[src/sv/tile_dirty_rect_detect_macros.svh]
// assertion macros shared by the dirty rectangle detector modules
`ifndef TILE_DIRTY_RECT_DETECT_MACROS_SVH
`define TILE_DIRTY_RECT_DETECT_MACROS_SVH

// checked only while out of reset
`define TDR_ASSERT(lbl, expr, msg) \
    lbl: assert property (@(posedge clk) disable iff (!rst_n) (expr)) \
        else $error(msg);

// checked at every edge, reset included
`define TDR_ASSERT_ALWAYS(lbl, expr, msg) \
    lbl: assert property (@(posedge clk) (expr)) \
        else $error(msg);

`endif

[src/sv/tdr_pkg.sv]
// shared constants, types and helpers of the dirty rectangle detector
package tdr_pkg;

    localparam int MAX_DIM    = 4096;
    localparam int TILE_SIZE  = 16;
    localparam int DIM_W      = $clog2(MAX_DIM) + 1;
    localparam int POS_W      = $clog2(MAX_DIM);
    localparam int TILE_SHIFT = $clog2(TILE_SIZE);
    localparam int TILE_W     = POS_W - TILE_SHIFT;
    localparam int PIX_W      = 32;
    localparam int IDX_W      = 8;

    localparam int QDEPTH = 4;
    localparam int QPTR_W = $clog2(QDEPTH);
    localparam int QCNT_W = QPTR_W + 1;

    localparam logic [IDX_W-1:0] REG_FRAME_WIDTH  = IDX_W'(0);
    localparam logic [IDX_W-1:0] REG_FRAME_HEIGHT = IDX_W'(1);

    localparam logic [DIM_W-1:0] WIDTH_RESET  = DIM_W'(1920);
    localparam logic [DIM_W-1:0] HEIGHT_RESET = DIM_W'(1080);

    typedef struct packed {
        logic [DIM_W-1:0] w;
        logic [DIM_W-1:0] h;
    } dims_t;

    // one classified pixel as handed from front to back
    typedef struct packed {
        logic              diff;
        logic [TILE_W-1:0] tx;
        logic [TILE_W-1:0] ty;
        logic              last;
    } rec_t;

    typedef struct packed {
        logic             changed;
        logic [DIM_W-1:0] left;
        logic [DIM_W-1:0] top;
        logic [DIM_W-1:0] right;
        logic [DIM_W-1:0] bottom;
    } result_t;

    function automatic logic [DIM_W-1:0] eff_dim(input logic [DIM_W-1:0] v);
        logic [DIM_W-1:0] r;
        r = v;
        if (v == '0)
            r = DIM_W'(1);
        else if (v > DIM_W'(MAX_DIM))
            r = DIM_W'(MAX_DIM);
        return r;
    endfunction

endpackage

[src/sv/tdr_front.sv]
// front end: raster position tracking and per-pixel classification
module tdr_front (
    input  logic                clk,
    input  logic                rst_n,
    input  logic                clear,
    input  tdr_pkg::dims_t      dims,
    input  logic                push,
    input  logic [tdr_pkg::PIX_W-1:0] pixel_a,
    input  logic [tdr_pkg::PIX_W-1:0] pixel_b,
    input  logic                q_full,
    output logic                q_push,
    output tdr_pkg::rec_t       q_data
);

    logic [tdr_pkg::POS_W-1:0] col_reg, col_next;
    logic [tdr_pkg::POS_W-1:0] row_reg, row_next;
    logic                      accept;
    logic                      col_last;
    logic                      row_last;

    assign accept   = push && !q_full;
    assign col_last = ({1'b0, col_reg} + tdr_pkg::DIM_W'(1)) >= dims.w;
    assign row_last = ({1'b0, row_reg} + tdr_pkg::DIM_W'(1)) >= dims.h;

    always_comb
    begin
        col_next = col_reg;
        row_next = row_reg;
        if (clear)
        begin
            col_next = '0;
            row_next = '0;
        end
        else if (accept)
        begin
            if (col_last)
            begin
                col_next = '0;
                row_next = row_last ? '0 : row_reg + tdr_pkg::POS_W'(1);
            end
            else
            begin
                col_next = col_reg + tdr_pkg::POS_W'(1);
            end
        end
    end

    always_ff @(posedge clk or negedge rst_n)
    begin
        if (!rst_n)
        begin
            col_reg <= '0;
            row_reg <= '0;
        end
        else
        begin
            col_reg <= col_next;
            row_reg <= row_next;
        end
    end

    assign q_push       = accept;
    assign q_data.diff  = pixel_a != pixel_b;
    assign q_data.tx    = col_reg[tdr_pkg::POS_W-1:tdr_pkg::TILE_SHIFT];
    assign q_data.ty    = row_reg[tdr_pkg::POS_W-1:tdr_pkg::TILE_SHIFT];
    assign q_data.last  = col_last && row_last;

endmodule

[src/sv/tdr_queue.sv]
// short queue of classified pixels between front and back
`include "tile_dirty_rect_detect_macros.svh"

module tdr_queue (
    input  logic          clk,
    input  logic          rst_n,
    input  logic          push,
    input  tdr_pkg::rec_t wdata,
    input  logic          pop,
    output logic          full,
    output logic          empty,
    output tdr_pkg::rec_t rdata
);

    tdr_pkg::rec_t              q_reg [tdr_pkg::QDEPTH];
    logic [tdr_pkg::QPTR_W-1:0] wr_ptr_reg;
    logic [tdr_pkg::QPTR_W-1:0] rd_ptr_reg;
    logic [tdr_pkg::QCNT_W-1:0] count_reg;
    logic                       do_push;
    logic                       do_pop;

    assign full    = count_reg == tdr_pkg::QCNT_W'(tdr_pkg::QDEPTH);
    assign empty   = count_reg == '0;
    assign do_push = push && !full;
    assign do_pop  = pop && !empty;
    assign rdata   = q_reg[rd_ptr_reg];

    always_ff @(posedge clk)
    begin
        if (do_push)
            q_reg[wr_ptr_reg] <= wdata;
    end

    always_ff @(posedge clk or negedge rst_n)
    begin
        if (!rst_n)
        begin
            wr_ptr_reg <= '0;
            rd_ptr_reg <= '0;
            count_reg  <= '0;
        end
        else
        begin
            if (do_push)
                wr_ptr_reg <= wr_ptr_reg + tdr_pkg::QPTR_W'(1);
            if (do_pop)
                rd_ptr_reg <= rd_ptr_reg + tdr_pkg::QPTR_W'(1);
            if (do_push && !do_pop)
                count_reg <= count_reg + tdr_pkg::QCNT_W'(1);
            else if (do_pop && !do_push)
                count_reg <= count_reg - tdr_pkg::QCNT_W'(1);
        end
    end

    `TDR_ASSERT_ALWAYS(a_count_bound, count_reg <= tdr_pkg::QCNT_W'(tdr_pkg::QDEPTH), "queue count above depth")
    `TDR_ASSERT(a_count_up, (do_push && !do_pop) |=> (count_reg == $past(count_reg) + tdr_pkg::QCNT_W'(1)), "queue count did not grow on push")

endmodule

[src/sv/tdr_back.sv]
// back end: bounding box accumulation and result register
`include "tile_dirty_rect_detect_macros.svh"

module tdr_back (
    input  logic             clk,
    input  logic             rst_n,
    input  logic             clear,
    input  tdr_pkg::dims_t   dims,
    input  logic             q_empty,
    input  tdr_pkg::rec_t    q_data,
    output logic             q_pop,
    input  logic             pop,
    output logic             empty,
    output tdr_pkg::result_t result
);

    logic                       any_diff_reg;
    logic [tdr_pkg::TILE_W-1:0] min_x_reg, max_x_reg, min_y_reg, max_y_reg;
    logic                       any_upd;
    logic [tdr_pkg::TILE_W-1:0] min_x_upd, max_x_upd, min_y_upd, max_y_upd;
    logic                       out_valid_reg;
    tdr_pkg::result_t           out_reg;
    tdr_pkg::result_t           res_calc;
    logic [tdr_pkg::DIM_W-1:0]  right_raw;
    logic [tdr_pkg::DIM_W-1:0]  bottom_raw;
    logic                       out_take;
    logic                       take;

    assign out_take = pop && out_valid_reg;
    // a frame end waits only while the result slot is still occupied
    assign take     = !q_empty && (!q_data.last || !out_valid_reg || out_take);
    assign q_pop    = take;

    always_comb
    begin
        any_upd   = any_diff_reg;
        min_x_upd = min_x_reg;
        max_x_upd = max_x_reg;
        min_y_upd = min_y_reg;
        max_y_upd = max_y_reg;
        if (q_data.diff)
        begin
            any_upd = 1'b1;
            if (!any_diff_reg)
            begin
                min_x_upd = q_data.tx;
                max_x_upd = q_data.tx;
                min_y_upd = q_data.ty;
                max_y_upd = q_data.ty;
            end
            else
            begin
                if (q_data.tx < min_x_reg) min_x_upd = q_data.tx;
                if (q_data.tx > max_x_reg) max_x_upd = q_data.tx;
                if (q_data.ty < min_y_reg) min_y_upd = q_data.ty;
                if (q_data.ty > max_y_reg) max_y_upd = q_data.ty;
            end
        end
    end

    assign right_raw  = {({1'b0, max_x_upd} + (tdr_pkg::TILE_W + 1)'(1)),
                         tdr_pkg::TILE_SHIFT'(0)};
    assign bottom_raw = {({1'b0, max_y_upd} + (tdr_pkg::TILE_W + 1)'(1)),
                         tdr_pkg::TILE_SHIFT'(0)};

    always_comb
    begin
        res_calc = '0;
        if (any_upd)
        begin
            res_calc.changed = 1'b1;
            res_calc.left    = {1'b0, min_x_upd, tdr_pkg::TILE_SHIFT'(0)};
            res_calc.top     = {1'b0, min_y_upd, tdr_pkg::TILE_SHIFT'(0)};
            res_calc.right   = (right_raw > dims.w) ? dims.w : right_raw;
            res_calc.bottom  = (bottom_raw > dims.h) ? dims.h : bottom_raw;
        end
    end

    always_ff @(posedge clk or negedge rst_n)
    begin
        if (!rst_n)
        begin
            any_diff_reg  <= 1'b0;
            min_x_reg     <= '0;
            max_x_reg     <= '0;
            min_y_reg     <= '0;
            max_y_reg     <= '0;
            out_valid_reg <= 1'b0;
        end
        else
        begin
            if (clear || (take && q_data.last))
            begin
                any_diff_reg <= 1'b0;
                min_x_reg    <= '0;
                max_x_reg    <= '0;
                min_y_reg    <= '0;
                max_y_reg    <= '0;
            end
            else if (take)
            begin
                any_diff_reg <= any_upd;
                min_x_reg    <= min_x_upd;
                max_x_reg    <= max_x_upd;
                min_y_reg    <= min_y_upd;
                max_y_reg    <= max_y_upd;
            end
            if (take && q_data.last)
                out_valid_reg <= 1'b1;
            else if (out_take)
                out_valid_reg <= 1'b0;
        end
    end

    always_ff @(posedge clk)
    begin
        if (take && q_data.last)
            out_reg <= res_calc;
    end

    assign empty  = !out_valid_reg;
    assign result = out_reg;

    `TDR_ASSERT(a_clean_frame, (take && q_data.last && !q_data.diff && !any_diff_reg) |=> (out_valid_reg && !out_reg.changed), "clean frame reported as changed")
    `TDR_ASSERT(a_rect_order, (out_valid_reg && out_reg.changed) |-> ((out_reg.left < out_reg.right) && (out_reg.top < out_reg.bottom)), "dirty rectangle is empty")
    `TDR_ASSERT(a_zero_rect, (out_valid_reg && !out_reg.changed) |-> ((out_reg.left == '0) && (out_reg.top == '0) && (out_reg.right == '0) && (out_reg.bottom == '0)), "unchanged result carries a rectangle")

endmodule

[src/sv/tile_dirty_rect_detect.sv]
// top level of the tile dirty rectangle detector
//
// usage:
//   pixel pairs of two frames enter in raster order through push/full, one per
//   clock while full is low; the block counts column and row itself.
//   each pixel pair is classified in the front end and queued (4 deep) for the
//   back end, which grows the bounding box of dirty 16x16 tiles.
//   after the last pixel of a frame one result appears on the result ports;
//   empty falls once that pixel's record has been written into the queue and
//   then taken by the back end into the result register.
//   the result is held until popped; meanwhile pixels of the next frame keep
//   flowing. only if the next frame end arrives while a result still waits
//   does the back end stall, then the queue fills and full rises.
//   throughput: one pixel per cycle while full is low, as the bounding box update is combinational.
//   configuration: cfg_index 0 = frame_width, 1 = frame_height; a write restarts
//   the frame and must only be issued while the block is idle. cfg_ready is
//   always high; other indexes are ignored.
//   reset: dimensions return to 1920x1080, position and box are cleared,
//   queue and result slot are emptied.
module tile_dirty_rect_detect (
    input  logic                              clk,
    input  logic                              rst_n,
    input  logic                              push,
    output logic                              full,
    input  logic [tdr_pkg::PIX_W-1:0]         pixel_a,
    input  logic [tdr_pkg::PIX_W-1:0]         pixel_b,
    input  logic                              pop,
    output logic                              empty,
    output logic                              changed,
    output logic [tdr_pkg::DIM_W-1:0]         rect_left,
    output logic [tdr_pkg::DIM_W-1:0]         rect_top,
    output logic [tdr_pkg::DIM_W-1:0]         rect_right,
    output logic [tdr_pkg::DIM_W-1:0]         rect_bottom,
    input  logic                              cfg_valid,
    output logic                              cfg_ready,
    input  logic [tdr_pkg::IDX_W-1:0]         cfg_index,
    input  logic [tdr_pkg::DIM_W-1:0]         cfg_data
);

    logic [tdr_pkg::DIM_W-1:0] width_reg;
    logic [tdr_pkg::DIM_W-1:0] height_reg;
    logic                      clear;
    tdr_pkg::dims_t            dims;
    logic                      q_push;
    logic                      q_pop;
    logic                      q_full;
    logic                      q_empty;
    tdr_pkg::rec_t             q_wdata;
    tdr_pkg::rec_t             q_rdata;
    tdr_pkg::result_t          result;

    assign cfg_ready = 1'b1;

    always_comb
    begin
        clear = 1'b0;
        unique case (cfg_index)
            tdr_pkg::REG_FRAME_WIDTH:  clear = cfg_valid;
            tdr_pkg::REG_FRAME_HEIGHT: clear = cfg_valid;
            default:                   clear = 1'b0;
        endcase
    end

    always_ff @(posedge clk or negedge rst_n)
    begin
        if (!rst_n)
        begin
            width_reg  <= tdr_pkg::WIDTH_RESET;
            height_reg <= tdr_pkg::HEIGHT_RESET;
        end
        else if (cfg_valid)
        begin
            if (cfg_index == tdr_pkg::REG_FRAME_WIDTH)
                width_reg <= cfg_data;
            else if (cfg_index == tdr_pkg::REG_FRAME_HEIGHT)
                height_reg <= cfg_data;
        end
    end

    assign dims.w = tdr_pkg::eff_dim(width_reg);
    assign dims.h = tdr_pkg::eff_dim(height_reg);

    tdr_front u_front (
        .clk     (clk),
        .rst_n   (rst_n),
        .clear   (clear),
        .dims    (dims),
        .push    (push),
        .pixel_a (pixel_a),
        .pixel_b (pixel_b),
        .q_full  (q_full),
        .q_push  (q_push),
        .q_data  (q_wdata)
    );

    tdr_queue u_queue (
        .clk   (clk),
        .rst_n (rst_n),
        .push  (q_push),
        .wdata (q_wdata),
        .pop   (q_pop),
        .full  (q_full),
        .empty (q_empty),
        .rdata (q_rdata)
    );

    tdr_back u_back (
        .clk     (clk),
        .rst_n   (rst_n),
        .clear   (clear),
        .dims    (dims),
        .q_empty (q_empty),
        .q_data  (q_rdata),
        .q_pop   (q_pop),
        .pop     (pop),
        .empty   (empty),
        .result  (result)
    );

    assign full        = q_full;
    assign changed     = result.changed;
    assign rect_left   = result.left;
    assign rect_top    = result.top;
    assign rect_right  = result.right;
    assign rect_bottom = result.bottom;

endmodule
[config.mk]
export PLATFORM = sky130hd
export DESIGN_NAME = tile_dirty_rect_detect
export DESIGN_NICKNAME = d
export VERILOG_FILES = /design/src/sv/tdr_pkg.sv /design/src/sv/tdr_front.sv /design/src/sv/tdr_queue.sv /design/src/sv/tdr_back.sv /design/src/sv/tile_dirty_rect_detect.sv
export VERILOG_INCLUDE_DIRS = /design/src /design/src/sv
export SDC_FILE = /design/constraint.sdc
export NUM_CORES = 1
export LEC_CHECK = 0
export BUFFER_PORTS_ARGS = -buffer_cell sky130_fd_sc_hd__buf_2
export CAP_MARGIN = 20
export CORE_UTILIZATION = 59
export CTS_BUF_LIST = sky130_fd_sc_hd__clkbuf_16
export CTS_CLUSTER_DIAMETER = 120
export DETAILED_ROUTE_END_ITERATION = 10
export HOLD_SLACK_MARGIN = 0.08
export PLACE_DENSITY = 0.81
export RECOVER_POWER = 50
export SYNTH_ARGS = -nofsm -noshare
export SYNTH_HDL_FRONTEND = slang
export SYNTH_SLANG_ARGS = --single-unit
[constraint.sdc]
create_clock -name clk -period 6.2 [get_ports clk]
set_input_delay 0.62 -clock clk [delete_from_list [all_inputs] [get_ports clk]]
set_output_delay 0.62 -clock clk [all_outputs]
set_load 0.02 [all_outputs]
==> Yosys cells after proc, flatten, opt, wreduce, memory -nomap -nowiden <==
Memory sizes are Yosys's and may differ from the RTL's.
Cells that the tools add are included.
{ "word_totals": {"ff_bits": 144, "latchBits": 0, "ram_bits": 72, "romBits": 0, "wordCells": 124, "n_memories": 1} }
{ "classes": {"add_sub_neg": 10, "multipliers": 0, "n_div": 0, "magnitude_cmp": 10, "eq_ne": 3, "shifts": 0, "muxes": 44, "n_bitwise": 1, "reduce_logical": 33} }
{ "mem_list": {"columns": ["name", "words", "width", "rd", "rd_clocked_by_memory_dff", "write_ports", "line_no", "text"], "rows": [
  ["u_queue.q_reg", 4, 18, 1, 0, 1, "tdr_queue.sv:15", "tdr_pkg::rec_t q_reg [tdr_pkg::QDEPTH];"]
]} }
{ "ops": {"columns": ["cell", "count"], "rows": [
  ["8-bit 2-to-1 mux", 20],
  ["12-bit 2-to-1 mux", 7],
  ["13-bit 2-to-1 mux", 6],
  ["53-bit 2-to-1 mux", 1],
  ["32-bit inequality test", 1],
  ["12-bit by 1-bit adder with 13-bit output (second input constant)", 2],
  ["13-bit >= comparator", 2],
  ["13-bit > comparator", 2],
  ["13-bit > comparator (second input constant)", 2],
  ["13-bit logical NOT", 2],
  ["12-bit by 1-bit adder with 12-bit output (second input constant)", 2],
  ["8-bit by 1-bit adder with 9-bit output (second input constant)", 2],
  ["8-bit > comparator", 2],
  ["8-bit less-than comparator", 2],
  ["2-bit nonzero test", 5],
  ["1-bit logical AND", 9],
  ["8-bit by 1-bit == test with 1-bit output (second input constant)", 1],
  ["8-bit logical NOT", 1],
  ["1-bit 2-to-1 mux", 8],
  ["2-bit AND reduction", 4],
  ["1-bit logical NOT", 6],
  ["3-bit 2-to-1 mux", 2],
  ["2-bit by 1-bit adder with 2-bit output (second input constant)", 2],
  ["3-bit by 1-bit adder with 3-bit output (second input constant)", 1],
  ["other kinds (7)", 9]
]} }

==> Depth between registers and ports, before layout <==
Gate-level depths: netlist (run 1).
An unclocked memory read counts as a cell.
{ "logic_depth": {"ltp_word": 9, "depth_mapped": 23, "mapped_depth_nobuf": 22} }

==> Modules after synthesis <==
Synthesis (run 1) repeated with hierarchy kept, for this count alone.
{ "unflattened": {"cells_unflattened": 1021, "hier_area_um2": 12011.5} }
{ "modules_own_cells": {"columns": ["mod", "instances", "cells_per_inst", "area_each_um2", "seq_area_each_um2"], "rows": [
  ["tdr_back", 1, 474, 5023.6, 2142.1],
  ["tdr_queue", 1, 130, 3015.4, 2337.2],
  ["tdr_front", 1, 318, 2681.3, 600.6],
  ["tile_dirty_rect_detect", 1, 99, 1291.2, 660.6]
]} }

==> Worst setup path after synthesis (run 1) <==
OpenSTA, ideal clock, no wires.
{ "synth_timing": {"path_type": "reg-to-reg", "from": "register u_queue.rd_ptr_reg[0] (netlist name)", "to": "register u_back.out_reg, in the netlist u_back.result[21], data pin", "setup_time_ps": 256, "t_arrival_ps": 5075, "required_ps": 5944, "path_slack_ps": 868, "path_stages_with_launch": 22, "path_buffers": 3, "synth_period_minus_slack_ps": 5332, "path_cell_list": "dfrtp_1 buf_6 buf_8 mux4_2 ha_1 nand4_1 o21ai_0 o31ai_4 buf_2 mux2_2 ha_1 nand2_1 nor3_1 xnor2_1 a21oi_1 ha_1 a21oi_1 nor2_1 a2111oi_0 a21oi_2 nor3b_4 a22o_1"} }
{ "synth_between": {"elab_chain_cells": 8, "elab_cells_between_ends": 9, "cone_classes": "1 x add/sub; 2 x order compare; 5 x mux; 1 x memory"} }
{ "synth_rtl": {"columns": ["item", "line_no", "text"], "rows": [
  ["from (decl)", "tdr_queue.sv:17", "logic [tdr_pkg::QPTR_W-1:0] rd_ptr_reg;"],
  ["from (signal assigned)", "tdr_queue.sv:47", "rd_ptr_reg <= rd_ptr_reg + tdr_pkg::QPTR_W'(1);"],
  ["memory 4 x 18 bit (*)", null, null],
  ["8-bit > comparator", "tdr_back.sv:54", "if (q_data.tx > max_x_reg) max_x_upd = q_data.tx;"],
  ["8-bit 2-to-1 mux", "tdr_back.sv:54", null],
  ["8-bit 2-to-1 mux", "tdr_back.sv:44", "if (!any_diff_reg)"],
  ["8-bit 2-to-1 mux", "tdr_back.sv:41", "if (q_data.diff)"],
  ["8-bit by 1-bit adder with 9-bit output", "tdr_back.sv:61", "assign right_raw = {({1'b0, max_x_upd} + (tdr_pkg::TILE_W + 1)'(1)),"],
  ["13-bit > comparator", "tdr_back.sv:74", "res_calc.right = (right_raw > dims.w) ? dims.w : right_raw;"],
  ["13-bit 2-to-1 mux", "tdr_back.sv:74", null],
  ["to (signal assigned)", "tdr_back.sv:118", "out_reg <= res_calc;"],
  ["to (decl)", "tdr_back.sv:22", "tdr_pkg::result_t out_reg;"]
]} }
Mark *: on every way between the ends. The rest lies on a longest branch, timed or not.
A chain may end at the register's enable or synchronous reset.

==> Worst setup path in the final report (run 1) <==
{ "layout_timing": {"from": "register u_queue.rd_ptr_reg[0] (netlist name)", "to": "register u_back.out_reg, in the netlist u_back.result[18], data pin"} }
Same word-level chain as after synthesis.

==> results.md, run 1 <==
* Initial Util at 61.2%
* Ports at 146
* Crit path cell chain: mux4_1 > ha_1 > a21oi_1 > o21ai_0 > o31ai_4 > buf_4 > a21oi_1 > inv_1 > ha_1 > nand2_1 > nor3_1 > xnor2_1 > a21oi_1 > ha_1 > nand4_1 > a21oi_1 > a2111oi_1 > a21oi_2 > nor3b_4 > a22o_1
* Synth Cell Area at 11600 sq um
* Final slew viol count at 138
* Area Overhead vs Synth at 13.3%
* Clk buf depth at 3
* Post-synthesis mux area share at 6.99%
* Clock Sinks at 206
* Placed Area at 12400 sq um
* Post-route minimum period at 5.79 ns
* Max-Slew Margin vs Limit at -89.4%
* Clock latency on the worst-skew pair at 0.51 ns
* FF+latch area at 5740 sq um
* Final layout net count at 1296
* Pwr Density at 525 nW/um^2
* PostCTS Resize Cnt at 0
* Non-filler cells, final at 1399
* GRT overflow at 0
* CTS tree: done
* Final hold viol count at 0
* Detailed-route via count at 8399
* Row count at 50
* Post-route cell area at 13100 sq um
* Critical Path End Type: register
* Remaining antenna violation count at 0
* Layout fillers at 1376
* Largest family of logic cells by synthesized area: simple AND/OR/NAND/NOR gates
* First-pass GRT wire length at 42.6 mm
* Pleak at 5.46 nW
* Async SR Flop Fraction at 44.2%
* Top_reg_cell synth: edfxtp_1
* Largest cells by area after synthesis: edfxtp_1 (30%), dfrtp_1 (18%), ha_1 (8.8%)
* Peak supply drop at 0.274 mV
* Wire per inst at 19.2 um
* Status: complete, but fails checks
* Synthesized instance count at 988
* Die height at 142 um
* Placed Cells at 1359
* Tot Pwr at 6.90 mW
* Startpoint Class: register
* Crit path arrival time at 6.03 ns
* CTS Hold Bufs at 0
* Post-synthesis compound-gate area fraction at 12.1%
* Number of global-route vias before repair at 8025
* Die width at 142 um
* Post-Route WL at 26.8 mm
* Slew @ Worst Pin at 2.84 ns
* Critical path class: reg2reg
* Worst-path clk slew at 0.06 ns
* Multi-input logic area at 5470 sq um
* Post-Route Skew at 0.0265 ns
* Port Buf Inserts at 134
* Fmax at 0.173 GHz
* DR DRC count at 0
* Final setup violation count at 0
* RSZ-0062 raised after global routing: false
* Final Core Density at 69.3%
* Max reg flops at 72
* Yosys top cell by area: edfxtp_1
* H-tree levels at 1
* Largest net degree at the start of global routing at 51
* Root buffer cell: clkbuf_16
* Hpwl dp at 19.6 mm
* Slowest stage delay, CP at 0.75 ns
* CTS Buf Count at 22
* Yosys warns at 0
* Simple-Gate Fraction of Synth Area at 12.6%
* Vias/cell at 6.00
* Cell variety after synth at 70
* Min Hold Slack at 0.343 ns
* Gpl congestion at 0.962
* DR iter-0 viols at 879
* Setup TNS at 0 ns
* Total setup buffers inserted after CTS at 0
* Post-synth EDFFs at 115
* Place WS at 0.343 ns
* Failing checks: capacitance limit, slew limit
* Initial antenna violation count at 0
* DRT Pass-1 Iters at 7
* Synth top area share at 29.8%
* Die area at 20200 sq um
* Ratio of cells with drive above 1 in the final layout at 17.4%
* Most used cell, CP: a21oi_1
* Crit path max-delay cell type: mux4_1
* Post-Synth XOR/XNOR Area at 6.12%
* Synth Area per Inst at 11.7 sq um
* CP required at 6.44 ns
* Setup WS post-layout at 0.406 ns
* Worst Path Max Fanout at 14
* Adder-Cell Fraction of Synth Area at 9.02%
* Worst Hold Class: in2reg
* Tcrit/Tclk final at 93.5%
* GRT Total Usage at 27.4%
* Total of max-cap violations at 3
* ANT cells at 0
* Post-synthesis sequential area ratio at 49.5%
* Number of synthesized register bits at 206
* Core ar. at 19000 sq um
-- critical path: cells and delay by family, from the launching register on --
| family | cells | cell delay (ns) |
|---|---|---|
| simple gates | 4 | 0.69 |
| compound gates | 9 | 2.13 |
| buf+inv | 2 | 0.36 |
| flops | 1 | 0.62 |
| fa+ha+maj | 3 | 0.89 |
| mux | 1 | 0.75 |
| xor+xnor | 1 | 0.10 |
-- synthesized netlist by cell type (6+ instances only) --
cell      count
edfxtp_1    115
nand2_1      90
dfrtp_1      83
ha_1         82
a22o_1       67
xnor2_1      64
inv_1        49
a21oi_1      47
nor2_1       42
nand3_1      31
o21ai_0      31
mux2_2       27
nand4_1      22
nor2b_1      19
xor2_1       17
mux4_2       15
and2_1       14
buf_4        14
clkbuf_1     14
a21o_1       11
and3_1       10
nor3_1       10
mux2i_1       9
nand2b_1      9
dfstp_2       8
nor4_1        8
o21bai_1      6
-- kinds of logic (layout without fill, tap and decap cells) --
logic type,Yosys count,in the layout
compound gates,193,193
xor+xnor,81,81
fa+ha+maj,83,83
buf+inv,88,230
flops,206,206
mux,54,54
other cells,2,11
simple gates,281,281
-- report_power, final --
part | internal, mW | leakage [nW] | switching (mW) | total (mW)
clock network | 0.832 | 0.390 | 0.531 | 1.36
logic | 1.25 | 2.80 | 2.07 | 3.32
registers | 1.96 | 2.27 | 0.258 | 2.22
-- layout make-up --
type / count / share of cell area, %
clock inverters: 14 / 0.904
repair buffers: 141 / 4.98
well taps: 260 / 2.48
multi-input cells: 703 / 41.6
clock buffers: 26 / 4.95
flip-flops and latches: 206 / 43.7
inverters: 49 / 1.40
-- placed cells by master (no fill, tap or decap), types with 14 or more instances in the layout --
| master | Yosys | final |
|---|---|---|
| a21oi_1 | 47 | 47 |
| a22o_1 | 67 | 67 |
| and2_1 | 14 | 14 |
| buf_2 | 4 | 88 |
| clkbuf_1 | 14 | 49 |
| clkbuf_16 | 0 | 26 |
| dfrtp_1 | 83 | 83 |
| edfxtp_1 | 115 | 115 |
| ha_1 | 82 | 82 |
| inv_1 | 49 | 53 |
| mux2_2 | 27 | 27 |
| mux4_2 | 15 | 15 |
| nand2_1 | 90 | 90 |
| nand3_1 | 31 | 31 |
| nand4_1 | 22 | 22 |
| nor2_1 | 42 | 42 |
| nor2b_1 | 19 | 19 |
| o21ai_0 | 31 | 31 |
| xnor2_1 | 64 | 64 |
| xor2_1 | 17 | 17 |
-- worst paths after layout --
path / startpoint / to / slack (ns) / depth (start not counted)
worst max-delay path: u_queue.rd_ptr_reg[0] / u_back.result[18] / 0.41 / 20
worst min-delay path: pop / u_back.out_valid_reg / 0.34 / 2
worst max register to register: u_queue.rd_ptr_reg[0] / u_back.result[18] / 0.41 / 20
worst min register to register: u_queue.count_reg[2] / u_queue.count_reg[2] / 0.52 / 1
max in group asynchronous: rst_n / u_front.col_reg[7] / 1.77 / 2
min in group asynchronous: rst_n / u_back.max_y_reg[4] / 0.80 / 1
-- metal layers --
metal	global-route usage, %	part of all wire (%)
met1	37.5	44
met5	0	0
met4	7.36	2.1
met2	46.4	47
met3	3.43	6.5
Note: power is estimated with default switching activity, not from simulation.
==> inputs of run 2 (changes only) <==
PLACE_DENSITY = default   (was 0.81)
PLACE_DENSITY_LB_ADDON = 0.08   (was default)
==> run 2 against run 1 <==
Net effect:
- the flow still finishes with violations (capacitance limit, slew limit)
- register-to-register slack improved by 0.099 ns
- hold slack got worse by 0.0086 ns
- flip-flop and latch count unchanged
- routed wire length decreased by 0.37%
- combinational power about the same
- power decreased by 0.77%
- global-route usage increased by 0.25 points
- first-iteration DRC count decreased by 32%
- clock-buffer cell count decreased by 4
==> results.md, run 2 (synthesis gave the netlist of run 1 again) <==
* Slew @ Worst Pin at 1.96 ns
* Die width at 142 um
* DR DRC count at 0
* Ratio of cells with drive above 1 in the final layout at 17.8%
* Final Core Density at 69.3%
* Pwr Density at 522 nW/um^2
* CP required at 6.45 ns
* Die area at 20200 sq um
* Post-route minimum period at 5.70 ns
* Status: complete, but fails checks
* Largest net degree at the start of global routing at 60
* CTS Buf Count at 22
* Initial Util at 61.2%
* Wire per inst at 19.1 um
* First-pass GRT wire length at 42.8 mm
* Worst Hold Class: in2reg
* Setup TNS at 0 ns
* Slowest stage delay, CP at 0.77 ns
* Multi-input logic area at 5470 sq um
* Tot Pwr at 6.85 mW
* Final layout net count at 1299
* H-tree levels at 1
* Critical Path End Type: register
* Layout fillers at 1380
* Clock latency on the worst-skew pair at 0.52 ns
* Final setup violation count at 0
* CTS tree: done
* Most frequent cells in the layout: edfxtp_1 (115), nand2_1 (90), buf_2 (88), dfrtp_1 (83), ha_1 (82)
* Critical path class: reg2reg
* Pleak at 5.44 nW
* Placed Area at 12500 sq um
* Worst reg2reg path startpoint: u_queue.rd_ptr_reg[0]
* Place WS at 0.367 ns
* FF-to-FF path depth at 20
* Final slew viol count at 94
* Clock Sinks at 206
* GRT overflow at 0
* Gpl congestion at 0.938
* Startpoint Class: register
* FF-to-FF End: u_back.result[18]
* Setup WS post-layout at 0.504 ns
* Clk buf depth at 3
* Detailed-route via count at 8205
* Vias/cell at 5.85
* Worst-path clk slew at 0.06 ns
* Most used cell, CP: a21oi_1
* CP startpoint: u_queue.rd_ptr_reg[0]
* GRT Total Usage at 27.7%
* Area Overhead vs Synth at 13.2%
* DR iter-0 viols at 598
* Post-Route WL at 26.7 mm
* Crit path max-delay cell type: mux4_1
* Crit path cell chain: mux4_1 > ha_1 > a21oi_1 > o21ai_0 > o31ai_4 > nor2_1 > a21oi_1 > inv_1 > ha_1 > nand2_1 > nor3_1 > xnor2_1 > a21oi_1 > ha_1 > nand4_1 > a21oi_1 > a2111oi_1 > a21oi_2 > nor3b_4 > a22o_1
* FF+latch area at 5740 sq um
* Fmax at 0.176 GHz
* ANT cells at 0
* Total setup buffers inserted after CTS at 0
* Peak supply drop at 0.232 mV
* Post-Route Skew at 0.0292 ns
* Number of global-route vias before repair at 8062
* Root buffer cell: clkbuf_16
* Die height at 142 um
* Max-Slew Margin vs Limit at -30.8%
* Worst Setup EP: u_back.result[18]
* Total of max-cap violations at 2
* Failing checks: capacitance limit, slew limit
* Row count at 50
* Ports at 146
* Final hold viol count at 0
* Worst Path Max Fanout at 9
* Hpwl dp at 19.9 mm
* Core ar. at 19000 sq um
* Tcrit/Tclk final at 91.9%
* Port Buf Inserts at 134
* Initial antenna violation count at 0
* Post-route cell area at 13100 sq um
* Crit path arrival time at 5.94 ns
* DRT Pass-1 Iters at 5
* R2r setup slk at 0.50 ns
* Commonest non-fill, non-tap cell in the layout: edfxtp_1
* Max reg flops at 72
* RSZ-0062 raised after global routing: false
* Remaining antenna violation count at 0
run 2: through the flow:
stage                     hold WS (ns)  std cells
after floorplan                  0.324        997
after global placement           0.472       1359
after detailed placement         0.488       1361
after CTS                        0.320       1402
after global routing             0.317       1402
final                            0.334       1402
run 2: metal layers:
metal / GRT usage, % / share of wire (%)
met5: 0 / 0
met4: 7.64 / 2.5
met3: 3.94 / 6.5
met2: 46.2 / 47
met1: 37.9 / 44
run 2: area by class of cell:
| type | count | area share, % |
|---|---|---|
| clock inverter | 18 | 1.40 |
| multi-input combinational | 703 | 41.7 |
| inverter | 49 | 1.40 |
| sequential | 206 | 43.7 |
| timing repair buffer | 144 | 5.16 |
| tap | 260 | 2.48 |
| clock buffer | 22 | 4.19 |
run 2: how the worst min path moves through the flow:
stage / from / to / cells past startpoint
2_1_floorplan: rst_n / height_reg[0] / 0
3_3_place_gp: u_queue.count_reg[2] / u_queue.count_reg[2] / 1
3_5_place_dp: u_queue.count_reg[2] / u_queue.count_reg[2] / 1
4_1_cts: pop / u_back.out_valid_reg / 2
5_1_grt: pop / u_back.out_valid_reg / 2
6_report: pop / u_back.out_valid_reg / 2
run 2: what timing repair did:
action / CTS / global route
endpoints found under the setup margin: 0 / 9
resized for setup: 0 / 1
hold buffers: 1 / 0
hold endpoints to repair: 28 / 0
run 2: worst max-delay path: cells and delay by family, from the launching register on:
family / cells / cell delay (ns)
compound gates: 9 / 2.28
fa+ha+maj: 3 / 0.90
mux: 1 / 0.77
flops: 1 / 0.66
simple gates: 5 / 0.62
xor+xnor: 1 / 0.13
buf+inv: 1 / 0.08
run 2: power breakdown:
| group | switching, mW | internal, mW | total (mW) |
|---|---|---|---|
| combinational | 2.08 | 1.25 | 3.33 |
| sequential | 0.244 | 1.95 | 2.19 |
| clock | 0.551 | 0.780 | 1.33 |
